**config.mk**
```make
export PLATFORM = sky130hd
export DESIGN_NAME = hsv_hsl_to_rgb
export DESIGN_NICKNAME = d
export VERILOG_FILES = /design/src/rtl/h2rgb_pkg.sv /design/src/rtl/h2rgb_front.sv /design/src/rtl/h2rgb_sector.sv /design/src/rtl/h2rgb_blend.sv /design/src/rtl/hsv_hsl_to_rgb.sv
export SDC_FILE = /design/constraint.sdc
export NUM_CORES = 2
export LEC_CHECK = 0
export BUFFER_PORTS_ARGS = -buffer_cell sky130_fd_sc_hd__buf_2
export CAP_MARGIN = 30
export CORE_MARGIN = 3
export CORE_UTILIZATION = 55
export CTS_CLUSTER_DIAMETER = 120
export DETAILED_ROUTE_END_ITERATION = 8
export GPL_TIMING_DRIVEN = 1
export PLACE_DENSITY = 0.84
export REMOVE_ABC_BUFFERS = 1
export SYNTH_ARGS = -nofsm -noshare
export SYNTH_HDL_FRONTEND = slang
export SYNTH_HIERARCHICAL = 1
export SYNTH_SLANG_ARGS = --single-unit
```
**constraint.sdc**
```tcl
create_clock -name aclk -period 19.62 [get_ports aclk]
set_clock_uncertainty 0.15 [all_clocks]
set_input_delay 2.943 -clock aclk [delete_from_list [all_inputs] [get_ports aclk]]
set_output_delay 2.943 -clock aclk [all_outputs]
set_load 0.02 [all_outputs]
```
**src/rtl/h2rgb_pkg.sv**
```systemverilog
`timescale 1ns / 1ps
// ============================================================================
// h2rgb_pkg
// Shared field widths, hue constants and the hue sector code for the
// HSV/HSL to RGB converter.
// ============================================================================
package h2rgb_pkg;

    // Widths of the stream fields.
    localparam int HUE_W   = 16;
    localparam int CHAN_W  = 13;
    localparam int TDATA_W = 56;

    // Hue geometry in whole degrees.
    localparam int TURN_DEG   = 360;
    localparam int SECTOR_DEG = 60;

    // The six 60-degree hue sectors, named by the colors at their edges.
    typedef enum logic [2:0] {
        SEC_RED_YELLOW   = 3'd0,
        SEC_YELLOW_GREEN = 3'd1,
        SEC_GREEN_CYAN   = 3'd2,
        SEC_CYAN_BLUE    = 3'd3,
        SEC_BLUE_MAGENTA = 3'd4,
        SEC_MAGENTA_RED  = 3'd5
    } sector_t;

endpackage

```
**src/rtl/h2rgb_front.sv**
```systemverilog
`timescale 1ns / 1ps
// ============================================================================
// h2rgb_front
// First two pipeline stages: chroma and offset from saturation and level,
// and reduction of the hue to one full turn.
// ============================================================================
module h2rgb_front import h2rgb_pkg::*; #(
    parameter int CHANNEL_FRAC_BITS = 12,
    parameter int HUE_FRAC_BITS     = 7
) (
    input  logic                         aclk,
    input  logic [1:0]                   stage_en,
    input  logic                         hsl_in,
    input  logic [HUE_W-1:0]             hue_in,
    input  logic [CHAN_W-1:0]            sat_in,
    input  logic [CHAN_W-1:0]            level_in,
    input  logic [CHAN_W-1:0]            alpha_in,
    output logic [CHANNEL_FRAC_BITS:0]   chroma_reg,
    output logic [CHANNEL_FRAC_BITS+1:0] offset2_reg,
    output logic [HUE_W-1:0]             hue_mod_reg,
    output logic [CHAN_W-1:0]            alpha_reg
);

    localparam int CW   = CHANNEL_FRAC_BITS + 1;
    localparam int EXTW = (CW > CHAN_W) ? CW : CHAN_W;
    localparam int PW   = 2 * CW;
    localparam logic [CW-1:0]   ONE      = {1'b1, {CHANNEL_FRAC_BITS{1'b0}}};
    localparam logic [EXTW-1:0] ONE_EXT  = EXTW'(ONE);
    localparam logic [CW:0]     ONE2     = (CW + 1)'(ONE);
    localparam logic [PW-1:0]   HALF_LSB = PW'(ONE >> 1);

    // Turn count by a reciprocal multiply; exact for every 16-bit hue.
    localparam int RECIP_SHIFT  = 34;
    localparam int TURN_COUNT_W = 8;
    localparam int TPW          = RECIP_SHIFT + TURN_COUNT_W;
    localparam longint unsigned TURN  = longint'(TURN_DEG) << HUE_FRAC_BITS;
    localparam longint unsigned RECIP = ((64'd1 << RECIP_SHIFT) + TURN - 1) / TURN;

    logic [EXTW-1:0]         sat_ext;
    logic [EXTW-1:0]         lvl_ext;
    logic [CW-1:0]           sat_c;
    logic [CW-1:0]           lvl_c;
    logic [CW:0]             two_l;
    logic [CW:0]             dev;
    logic [CW-1:0]           span;
    logic [CW-1:0]           mult_a;
    logic [PW-1:0]           chroma_prod;
    logic [TPW-1:0]          turn_prod;

    logic                    hsl_s0_reg;
    logic [CW-1:0]           lvl_s0_reg;
    logic [PW-1:0]           prod_s0_reg;
    logic [HUE_W-1:0]        hue_s0_reg;
    logic [TURN_COUNT_W-1:0] turns_s0_reg;
    logic [CHAN_W-1:0]       alpha_s0_reg;

    logic [PW-1:0]           chroma_sum;
    logic [CW-1:0]           chroma_next;
    logic [CW:0]             chroma_ext;
    logic [CW:0]             two_l1;
    logic [CW:0]             offset2_next;
    logic [HUE_W-1:0]        turn_base;
    logic [HUE_W-1:0]        hue_mod_next;

    // Stage 0: saturate the inputs, form the span and start both multiplies.
    always_comb begin
        sat_ext     = EXTW'(sat_in);
        lvl_ext     = EXTW'(level_in);
        sat_c       = (sat_ext > ONE_EXT) ? ONE : sat_ext[CW-1:0];
        lvl_c       = (lvl_ext > ONE_EXT) ? ONE : lvl_ext[CW-1:0];
        two_l       = {lvl_c, 1'b0};
        dev         = (two_l >= ONE2) ? (two_l - ONE2) : (ONE2 - two_l);
        span        = ONE - dev[CW-1:0];
        mult_a      = hsl_in ? span : lvl_c;
        chroma_prod = PW'(mult_a) * PW'(sat_c);
        turn_prod   = TPW'(hue_in) * TPW'(RECIP);
    end

    always_ff @(posedge aclk) begin
        if (stage_en[0]) begin
            hsl_s0_reg   <= hsl_in;
            lvl_s0_reg   <= lvl_c;
            prod_s0_reg  <= chroma_prod;
            hue_s0_reg   <= hue_in;
            turns_s0_reg <= turn_prod[RECIP_SHIFT +: TURN_COUNT_W];
            alpha_s0_reg <= alpha_in;
        end
    end

    // Stage 1: round the chroma, derive twice the offset, fold the hue.
    always_comb begin
        chroma_sum  = prod_s0_reg + HALF_LSB;
        chroma_next = chroma_sum[CHANNEL_FRAC_BITS +: CW];
        chroma_ext  = (CW + 1)'(chroma_next);
        two_l1      = {lvl_s0_reg, 1'b0};
        if (hsl_s0_reg) begin
            offset2_next = (chroma_ext > two_l1) ? '0 : (two_l1 - chroma_ext);
        end else begin
            offset2_next = (chroma_next > lvl_s0_reg) ? '0 :
                           {lvl_s0_reg - chroma_next, 1'b0};
        end
        turn_base    = HUE_W'(32'(turns_s0_reg) * 32'(TURN));
        hue_mod_next = hue_s0_reg - turn_base;
    end

    always_ff @(posedge aclk) begin
        if (stage_en[1]) begin
            chroma_reg  <= chroma_next;
            offset2_reg <= offset2_next;
            hue_mod_reg <= hue_mod_next;
            alpha_reg   <= alpha_s0_reg;
        end
    end

endmodule

```
**src/rtl/h2rgb_sector.sv**
```systemverilog
`timescale 1ns / 1ps
// ============================================================================
// h2rgb_sector
// Third pipeline stage: splits the reduced hue into a sector and the
// distance that scales the secondary component.
// ============================================================================
module h2rgb_sector import h2rgb_pkg::*; #(
    parameter int CHANNEL_FRAC_BITS = 12,
    parameter int HUE_FRAC_BITS     = 7
) (
    input  logic                                   aclk,
    input  logic                                   stage_en,
    input  logic [CHANNEL_FRAC_BITS:0]             chroma_in,
    input  logic [CHANNEL_FRAC_BITS+1:0]           offset2_in,
    input  logic [HUE_W-1:0]                       hue_mod_in,
    input  logic [CHAN_W-1:0]                      alpha_in,
    output sector_t                                sector_reg,
    output logic [$clog2((SECTOR_DEG << HUE_FRAC_BITS) + 1)-1:0] dist_reg,
    output logic [CHANNEL_FRAC_BITS:0]             chroma_reg,
    output logic [CHANNEL_FRAC_BITS+1:0]           offset2_reg,
    output logic [CHAN_W-1:0]                      alpha_reg
);

    localparam int SECTOR = SECTOR_DEG << HUE_FRAC_BITS;
    localparam int TW     = $clog2(SECTOR + 1);
    localparam int HW     = HUE_W + 1;
    localparam logic [HW-1:0] B1 = HW'(1 * SECTOR);
    localparam logic [HW-1:0] B2 = HW'(2 * SECTOR);
    localparam logic [HW-1:0] B3 = HW'(3 * SECTOR);
    localparam logic [HW-1:0] B4 = HW'(4 * SECTOR);
    localparam logic [HW-1:0] B5 = HW'(5 * SECTOR);
    localparam logic [TW-1:0] SECTOR_T = TW'(SECTOR);

    logic [HW-1:0] h_ext;
    logic [HW-1:0] base;
    logic [HW-1:0] frac_wide;
    logic          odd;
    sector_t       sector_next;
    logic [TW-1:0] dist_next;

    // Sector search by threshold compares; odd sectors count down.
    always_comb begin
        h_ext = HW'(hue_mod_in);
        priority if (h_ext < B1) begin
            sector_next = SEC_RED_YELLOW;
            base        = '0;
            odd         = 1'b0;
        end else if (h_ext < B2) begin
            sector_next = SEC_YELLOW_GREEN;
            base        = B1;
            odd         = 1'b1;
        end else if (h_ext < B3) begin
            sector_next = SEC_GREEN_CYAN;
            base        = B2;
            odd         = 1'b0;
        end else if (h_ext < B4) begin
            sector_next = SEC_CYAN_BLUE;
            base        = B3;
            odd         = 1'b1;
        end else if (h_ext < B5) begin
            sector_next = SEC_BLUE_MAGENTA;
            base        = B4;
            odd         = 1'b0;
        end else begin
            sector_next = SEC_MAGENTA_RED;
            base        = B5;
            odd         = 1'b1;
        end
        frac_wide = h_ext - base;
        dist_next = odd ? (SECTOR_T - frac_wide[TW-1:0]) : frac_wide[TW-1:0];
    end

    always_ff @(posedge aclk) begin
        if (stage_en) begin
            sector_reg  <= sector_next;
            dist_reg    <= dist_next;
            chroma_reg  <= chroma_in;
            offset2_reg <= offset2_in;
            alpha_reg   <= alpha_in;
        end
    end

endmodule

```
**src/rtl/h2rgb_blend.sv**
```systemverilog
`timescale 1ns / 1ps
// ============================================================================
// h2rgb_blend
// Last three pipeline stages: secondary component, channel placement,
// offset, rounding and clamping.
// ============================================================================
module h2rgb_blend import h2rgb_pkg::*; #(
    parameter int CHANNEL_FRAC_BITS = 12,
    parameter int HUE_FRAC_BITS     = 7
) (
    input  logic                                   aclk,
    input  logic [2:0]                             stage_en,
    input  sector_t                                sector_in,
    input  logic [$clog2((SECTOR_DEG << HUE_FRAC_BITS) + 1)-1:0] dist_in,
    input  logic [CHANNEL_FRAC_BITS:0]             chroma_in,
    input  logic [CHANNEL_FRAC_BITS+1:0]           offset2_in,
    input  logic [CHAN_W-1:0]                      alpha_in,
    output logic [CHAN_W-1:0]                      red_reg,
    output logic [CHAN_W-1:0]                      green_reg,
    output logic [CHAN_W-1:0]                      blue_reg,
    output logic [CHAN_W-1:0]                      opacity_reg
);

    localparam int CW     = CHANNEL_FRAC_BITS + 1;
    localparam int EXTW   = (CW > CHAN_W) ? CW : CHAN_W;
    localparam int SECTOR = SECTOR_DEG << HUE_FRAC_BITS;
    localparam int TW     = $clog2(SECTOR + 1);
    localparam int YW     = CW + TW;
    localparam int ZW     = YW - HUE_FRAC_BITS;
    // Division by 60 through a reciprocal, exact for every ZW-bit value.
    localparam int RSHIFT = ZW + 6;
    localparam int XPW    = RSHIFT + CW;
    localparam longint unsigned RECIP60 =
        ((64'd1 << RSHIFT) + SECTOR_DEG - 1) / SECTOR_DEG;
    localparam logic [YW-1:0] HALF_SECTOR = YW'(SECTOR / 2);
    localparam logic [CW-1:0] ONE = {1'b1, {CHANNEL_FRAC_BITS{1'b0}}};

    logic [YW-1:0]      prod_next;
    logic [YW-1:0]      prod_s3_reg;
    sector_t            sector_s3_reg;
    logic [CW-1:0]      chroma_s3_reg;
    logic [CW:0]        offset2_s3_reg;
    logic [CHAN_W-1:0]  alpha_s3_reg;

    logic [ZW-1:0]      quot_in;
    logic [XPW-1:0]     quot_prod;
    logic [CW-1:0]      second_s4_reg;
    sector_t            sector_s4_reg;
    logic [CW-1:0]      chroma_s4_reg;
    logic [CW:0]        offset2_s4_reg;
    logic [CHAN_W-1:0]  alpha_s4_reg;

    logic [CW-1:0]      r_comp;
    logic [CW-1:0]      g_comp;
    logic [CW-1:0]      b_comp;

    // Adds half the offset, rounds half up, clamps to one and masks to the field.
    function automatic logic [CHAN_W-1:0] finish(input logic [CW-1:0] comp,
                                                 input logic [CW:0] offset2);
        logic [CW+1:0] sum;
        logic [CW:0]   rounded;
        logic [CW-1:0] clamped;
        logic [EXTW-1:0] wide;
        sum     = (CW + 2)'({comp, 1'b0}) + (CW + 2)'(offset2) + (CW + 2)'(1);
        rounded = sum[CW+1:1];
        clamped = (rounded > (CW + 1)'(ONE)) ? ONE : rounded[CW-1:0];
        wide    = EXTW'(clamped);
        return wide[CHAN_W-1:0];
    endfunction

    // Stage 3: chroma times hue distance, with the rounding term added.
    assign prod_next = YW'(chroma_in) * YW'(dist_in) + HALF_SECTOR;

    always_ff @(posedge aclk) begin
        if (stage_en[0]) begin
            prod_s3_reg    <= prod_next;
            sector_s3_reg  <= sector_in;
            chroma_s3_reg  <= chroma_in;
            offset2_s3_reg <= offset2_in;
            alpha_s3_reg   <= alpha_in;
        end
    end

    // Stage 4: divide by the sector size as a shift and a reciprocal multiply.
    always_comb begin
        quot_in   = prod_s3_reg[HUE_FRAC_BITS +: ZW];
        quot_prod = XPW'(quot_in) * XPW'(RECIP60);
    end

    always_ff @(posedge aclk) begin
        if (stage_en[1]) begin
            second_s4_reg  <= quot_prod[RSHIFT +: CW];
            sector_s4_reg  <= sector_s3_reg;
            chroma_s4_reg  <= chroma_s3_reg;
            offset2_s4_reg <= offset2_s3_reg;
            alpha_s4_reg   <= alpha_s3_reg;
        end
    end

    // Stage 5: place chroma and secondary component by sector.
    always_comb begin
        unique case (sector_s4_reg)
            SEC_RED_YELLOW: begin
                r_comp = chroma_s4_reg;
                g_comp = second_s4_reg;
                b_comp = '0;
            end
            SEC_YELLOW_GREEN: begin
                r_comp = second_s4_reg;
                g_comp = chroma_s4_reg;
                b_comp = '0;
            end
            SEC_GREEN_CYAN: begin
                r_comp = '0;
                g_comp = chroma_s4_reg;
                b_comp = second_s4_reg;
            end
            SEC_CYAN_BLUE: begin
                r_comp = '0;
                g_comp = second_s4_reg;
                b_comp = chroma_s4_reg;
            end
            SEC_BLUE_MAGENTA: begin
                r_comp = second_s4_reg;
                g_comp = '0;
                b_comp = chroma_s4_reg;
            end
            default: begin
                r_comp = chroma_s4_reg;
                g_comp = '0;
                b_comp = second_s4_reg;
            end
        endcase
    end

    always_ff @(posedge aclk) begin
        if (stage_en[2]) begin
            red_reg     <= finish(r_comp, offset2_s4_reg);
            green_reg   <= finish(g_comp, offset2_s4_reg);
            blue_reg    <= finish(b_comp, offset2_s4_reg);
            opacity_reg <= alpha_s4_reg;
        end
    end

endmodule

```
**src/rtl/hsv_hsl_to_rgb.sv**
```systemverilog
`timescale 1ns / 1ps
// ============================================================================
// hsv_hsl_to_rgb
// Streaming HSV/HSL to RGB color converter with alpha pass-through.
// ============================================================================
// One color enters per transfer on the s_ channel: s_tuser selects the input
// model (0 HSV, 1 HSL) and s_tdata carries hue, saturation, level and alpha.
// One RGB color with the unchanged alpha leaves per transfer on the m_ channel.
// The datapath is a six-stage pipeline with a valid bit per stage; a color
// reaches m_tdata once it has passed through every stage, and while m_tready
// stays high a new color can be taken every cycle (one item per clock).
// The stage depth is set by the two reciprocal multiplies (hue reduction and
// the divide by the sector size) and by the chroma-times-distance multiply.
// When the receiver stalls, each stage holds until the next one frees up, so
// empty stages ahead of the stall keep filling and s_tready only drops once
// every stage holds a color; nothing is dropped or repeated.
// A synchronous low aresetn empties the pipeline; the block is ready for input
// in the first cycle after reset. There are no configuration registers.
// ============================================================================
module hsv_hsl_to_rgb import h2rgb_pkg::*; #(
    parameter int CHANNEL_FRAC_BITS = 12,
    parameter int HUE_FRAC_BITS     = 7
) (
    input  logic               aclk,
    input  logic               aresetn,
    input  logic               s_tvalid,
    output logic               s_tready,
    // [15:0] hue, [28:16] saturation, [41:29] level, [54:42] alpha, [55] zero
    input  logic [TDATA_W-1:0] s_tdata,
    // [0] operation
    input  logic               s_tuser,
    output logic               m_tvalid,
    input  logic               m_tready,
    // [12:0] red, [25:13] green, [38:26] blue, [51:39] opacity, [55:52] zero
    output logic [TDATA_W-1:0] m_tdata
);

    localparam int NUM_STAGES = 6;
    localparam int CW = CHANNEL_FRAC_BITS + 1;
    localparam int TW = $clog2((SECTOR_DEG << HUE_FRAC_BITS) + 1);

    logic [NUM_STAGES-1:0] valid_reg;
    logic [NUM_STAGES-1:0] valid_next;
    logic [NUM_STAGES-1:0] stage_in_valid;
    logic [NUM_STAGES:0]   stage_ready;
    logic [NUM_STAGES-1:0] stage_en;

    logic [CW-1:0]     chroma_s1;
    logic [CW:0]       offset2_s1;
    logic [HUE_W-1:0]  hue_mod_s1;
    logic [CHAN_W-1:0] alpha_s1;
    sector_t           sector_s2;
    logic [TW-1:0]     dist_s2;
    logic [CW-1:0]     chroma_s2;
    logic [CW:0]       offset2_s2;
    logic [CHAN_W-1:0] alpha_s2;
    logic [CHAN_W-1:0] red;
    logic [CHAN_W-1:0] green;
    logic [CHAN_W-1:0] blue;
    logic [CHAN_W-1:0] opacity;

    // Per-stage flow control: a stage loads when it is empty or moves on.
    always_comb begin
        stage_ready[NUM_STAGES] = m_tready;
        for (int k = NUM_STAGES - 1; k >= 0; k--) begin
            stage_ready[k] = !valid_reg[k] || stage_ready[k+1];
        end
        stage_in_valid = {valid_reg[NUM_STAGES-2:0], s_tvalid};
        stage_en       = stage_in_valid & stage_ready[NUM_STAGES-1:0];
        for (int k = 0; k < NUM_STAGES; k++) begin
            valid_next[k] = stage_ready[k] ? stage_in_valid[k] : valid_reg[k];
        end
    end

    always_ff @(posedge aclk) begin
        if (!aresetn) begin
            valid_reg <= '0;
        end else begin
            valid_reg <= valid_next;
        end
    end

    assign s_tready = stage_ready[0];
    assign m_tvalid = valid_reg[NUM_STAGES-1];

    h2rgb_front #(
        .CHANNEL_FRAC_BITS (CHANNEL_FRAC_BITS),
        .HUE_FRAC_BITS     (HUE_FRAC_BITS)
    ) u_front (
        .aclk        (aclk),
        .stage_en    (stage_en[1:0]),
        .hsl_in      (s_tuser),
        .hue_in      (s_tdata[15:0]),
        .sat_in      (s_tdata[28:16]),
        .level_in    (s_tdata[41:29]),
        .alpha_in    (s_tdata[54:42]),
        .chroma_reg  (chroma_s1),
        .offset2_reg (offset2_s1),
        .hue_mod_reg (hue_mod_s1),
        .alpha_reg   (alpha_s1)
    );

    h2rgb_sector #(
        .CHANNEL_FRAC_BITS (CHANNEL_FRAC_BITS),
        .HUE_FRAC_BITS     (HUE_FRAC_BITS)
    ) u_sector (
        .aclk        (aclk),
        .stage_en    (stage_en[2]),
        .chroma_in   (chroma_s1),
        .offset2_in  (offset2_s1),
        .hue_mod_in  (hue_mod_s1),
        .alpha_in    (alpha_s1),
        .sector_reg  (sector_s2),
        .dist_reg    (dist_s2),
        .chroma_reg  (chroma_s2),
        .offset2_reg (offset2_s2),
        .alpha_reg   (alpha_s2)
    );

    h2rgb_blend #(
        .CHANNEL_FRAC_BITS (CHANNEL_FRAC_BITS),
        .HUE_FRAC_BITS     (HUE_FRAC_BITS)
    ) u_blend (
        .aclk        (aclk),
        .stage_en    (stage_en[5:3]),
        .sector_in   (sector_s2),
        .dist_in     (dist_s2),
        .chroma_in   (chroma_s2),
        .offset2_in  (offset2_s2),
        .alpha_in    (alpha_s2),
        .red_reg     (red),
        .green_reg   (green),
        .blue_reg    (blue),
        .opacity_reg (opacity)
    );

    // Pack the result fields, lowest first.
    assign m_tdata = {4'b0000, opacity, blue, green, red};

endmodule

```
==> metrics.md <==
| Metric | Value |
|---|---|
| Status | complete, no violations |
| Final Net Count | 4188 |
| Detailed-route wire length | 71050 um |
| First-pass GRT wire length | 117800 um |
| Design Area, Final | 36810 um^2 |
| CTS tree | done |
| I/O pin count | 119 |
| RSZ-0062 raised after global routing | no |
| CP peak stage delay | 0.56 ns |
| Final Hold Slack | 0.2556 ns |
| Top cells by area, synth | edfxtp_1 (30%), fa_1 (22%), ha_1 (17%), inv_1 (6.0%), nand2_1 (2.8%) |
| PnR Total Power | 6.637 mW |
| Clk_lat worst skew | 0.55 ns |
| Critical path class | input port to flip-flop |
| Die area | 65080 um^2 |
| Vias after detailed routing | 22970 |
| Pin count of the biggest net entering global routing | 63 |
| Most frequent cells in the layout | inv_1 (550), ha_1 (457), fa_1 (371), edfxtp_1 (340), nand2_1 (259) |
| Detailed placement HPWL | 55080 um |
| # DRC | 0 |
| Mean post-synth cell area | 10.62 um^2 |
| Hold Path Sink | u_sector/chroma_reg[4] |
| R2R depth | 21 |
| Area after DPL | 35560 um^2 |
| IR drop worst, VDD | 0.2366 mV |
| CTS resizes | 0 |
| Top cell type's share of synthesized area | 0.2992 |
| Routed length on met1 | 29170 um |
| Clock Sink Count | 346 |
| Final Setup Violations | 0 |
| Seq cells post-synth | 346 |
| Most common library cell in the layout ignoring fill and taps | inv_1 |
| Max-slew headroom | 0.3302 |
| Placed Cells incl. Taps | 4088 |
| Clk buf depth | 3 |
| Final design utilization | 0.6042 |
| Uppermost layer routed | met5 |
| WL per Instance | 17.10 um |
| Core area | 60920 um^2 |
| Row Count | 90 |
| Cell area power density | 180.3 nW/um^2 |
| Worst r2r src | u_sector/chroma_reg[7] |
| Root Driver | clkbuf_16 |
| Post-synth ARST share | 0 |
| Layout area overhead | 7.850% |
| Worst Tran Pin Value | 0.9768 ns |
| Family with the most delay on the worst path | adder cells |
| Area leader, netlist | edfxtp_1 |
| HP Class | flip-flop to flip-flop |
| Synth Instances | 3213 |
| Ys Warns | 6 |
| CP required | 19.74 ns |
| Reg2reg end | u_blend/prod_s3_reg[25] |
| Share of cells above drive strength 1 | 0.07156 |
| Final WS setup | 9.145 ns |
| Routed wl met3 | 4211 um |
| Vias/cell | 5.529 |
| Critical Path AT | 10.60 ns |
| Top cell by count, worst path | fa_1 |
| Post-Syn Area | 34130 um^2 |
| Tot GR Track Use | 0.2239 |
| Die height | 255.1 um |
| Sequential fraction of the synthesis area | 0.3027 |
| Number of synthesized flops with an enable pin | 340 |
| Initial drt markers | 1656 |
| Static Leak | 17.29 nW |
| Post-place setup slack | 8.632 ns |
| First-pass DRT Iterations | 5 |
| Buf+Inv Stages, Crit Path | 6 |
| Synth unique cells | 87 |
| Synth Flop Type | edfxtp_1 |
| Postcts setup bufs | 0 |
| Worst Setup End Kind | flip-flop |
| Minimum clock period | 10.48 ns |
| H-tree depth | 2 |
| F_max | 0.09546 GHz |
| Max-slew violations | 0 |
| Clk pin slew, worst setup/hold paths | 0.06 ns |
| CP max stage cell | fa_1 |
| IO Port Bufs | 113 |
| GP Congestion | 0.9086 |
| MaxCap Viol Count | 0 |
| Vias in the first global route | 23960 |
| Fin crit share | 0.5339 |
| Critical-path maximum fanout | 26 |
| Final Non-Filler Cells | 4155 |
| Metal2 WL | 35460 um |
| TNS Setup | 0 ns |
| Largest register FFs | 19 |
| Critical Path Source Type | input port |
| Hold Crit Start | u_front/chroma_reg[4] |
| CTS hold repair buffers | 0 |
| Initial antenna violation count | 2 |
| Chip Width | 255.1 um |
| GRT overflow | 0 |
| Total CTS buffers | 37 |
| Hold Fails Final Rpt | 0 |
| Initial Util | 0.5602 |
| Worst reg2reg setup slack | 12.70 ns |
| Hold path depth | 0 |
| Antenna viol nets, final | 0 |
-- worst reg2reg max path: cells and delay by family (launching register included) --
kind	cells	cell delay (ns)
adder cells (fa/ha/maj)	7	3.45
AO/OA/AOI/OAI	7	1.64
flip-flops	1	0.64
AND/OR/NAND/NOR	2	0.50
buffers and inverters	4	0.21
XOR/XNOR	1	0.10
-- logic make-up after synthesis --
kind of cell,count (synthesis),share of synthesized area
buffers and inverters,643,0.07215
adder cells (fa/ha/maj),828,0.3852
AO/OA/AOI/OAI,397,0.07835
other,1,0.0001099
AND/OR/NAND/NOR,835,0.1178
flip-flops,346,0.3027
multiplexers,26,0.008212
XOR/XNOR,137,0.03556
-- report_power, final --
| part | switching, mW | internal [mW] | total (mW) |
|---|---|---|---|
| sequential | 0.0850 | 1.08 | 1.17 |
| clock | 0.285 | 0.429 | 0.714 |
| combinational | 2.63 | 2.13 | 4.76 |
-- area by class of cell --
| cell class | count | area, um^2 |
|---|---|---|
| clock buffer | 44 | 952.2 |
| sequential | 346 | 10330 |
| fill | 4627 | 24110 |
| timing repair buffer | 136 | 738.2 |
| antenna | 1 | 2.502 |
| clock inverter | 22 | 289.0 |
| inverter | 551 | 2068 |
| tap | 828 | 1036 |
| multi-input combinational | 2227 | 21390 |
-- cell usage after synthesis (13+ instances only) --
cell,count
nor2b_1,40
xor2_1,47
a21o_1,46
nand2b_1,63
nand3_1,28
xnor2_1,89
nand2_1,259
a22o_1,37
edfxtp_1,340
clkbuf_1,70
a21oi_1,119
and2_1,104
nor3_1,43
fa_1,371
mux2_2,13
nor2_1,221
o21a_1,17
ha_1,457
o21ai_0,68
inv_1,550
and3_1,17
-- routing by layer --
layer	up-vias	global-route usage
met1	11260	0.2926
met4	2	0.07851
met2	781	0.3863
met3	147	0.02967
li1	10780	-
met5	-	0
-- how the worst max path moves through the flow --
stage / startpoint / end / slack (ns) / cells past startpoint
4_1_cts: s_tdata[41] / u_front/prod_s0_reg[24] / 9.19 / 30
6_report: s_tdata[41] / u_front/prod_s0_reg[24] / 9.14 / 30
3_3_place_gp: s_tdata[41] / u_front/prod_s0_reg[24] / 8.56 / 28
2_1_floorplan: s_tdata[41] / u_front/prod_s0_reg[24] / 9.67 / 27
3_5_place_dp: s_tdata[41] / u_front/prod_s0_reg[24] / 8.63 / 30
5_1_grt: s_tdata[41] / u_front/prod_s0_reg[21] / 8.60 / 30
No activity file was read; power rests on OpenSTA's default activity.
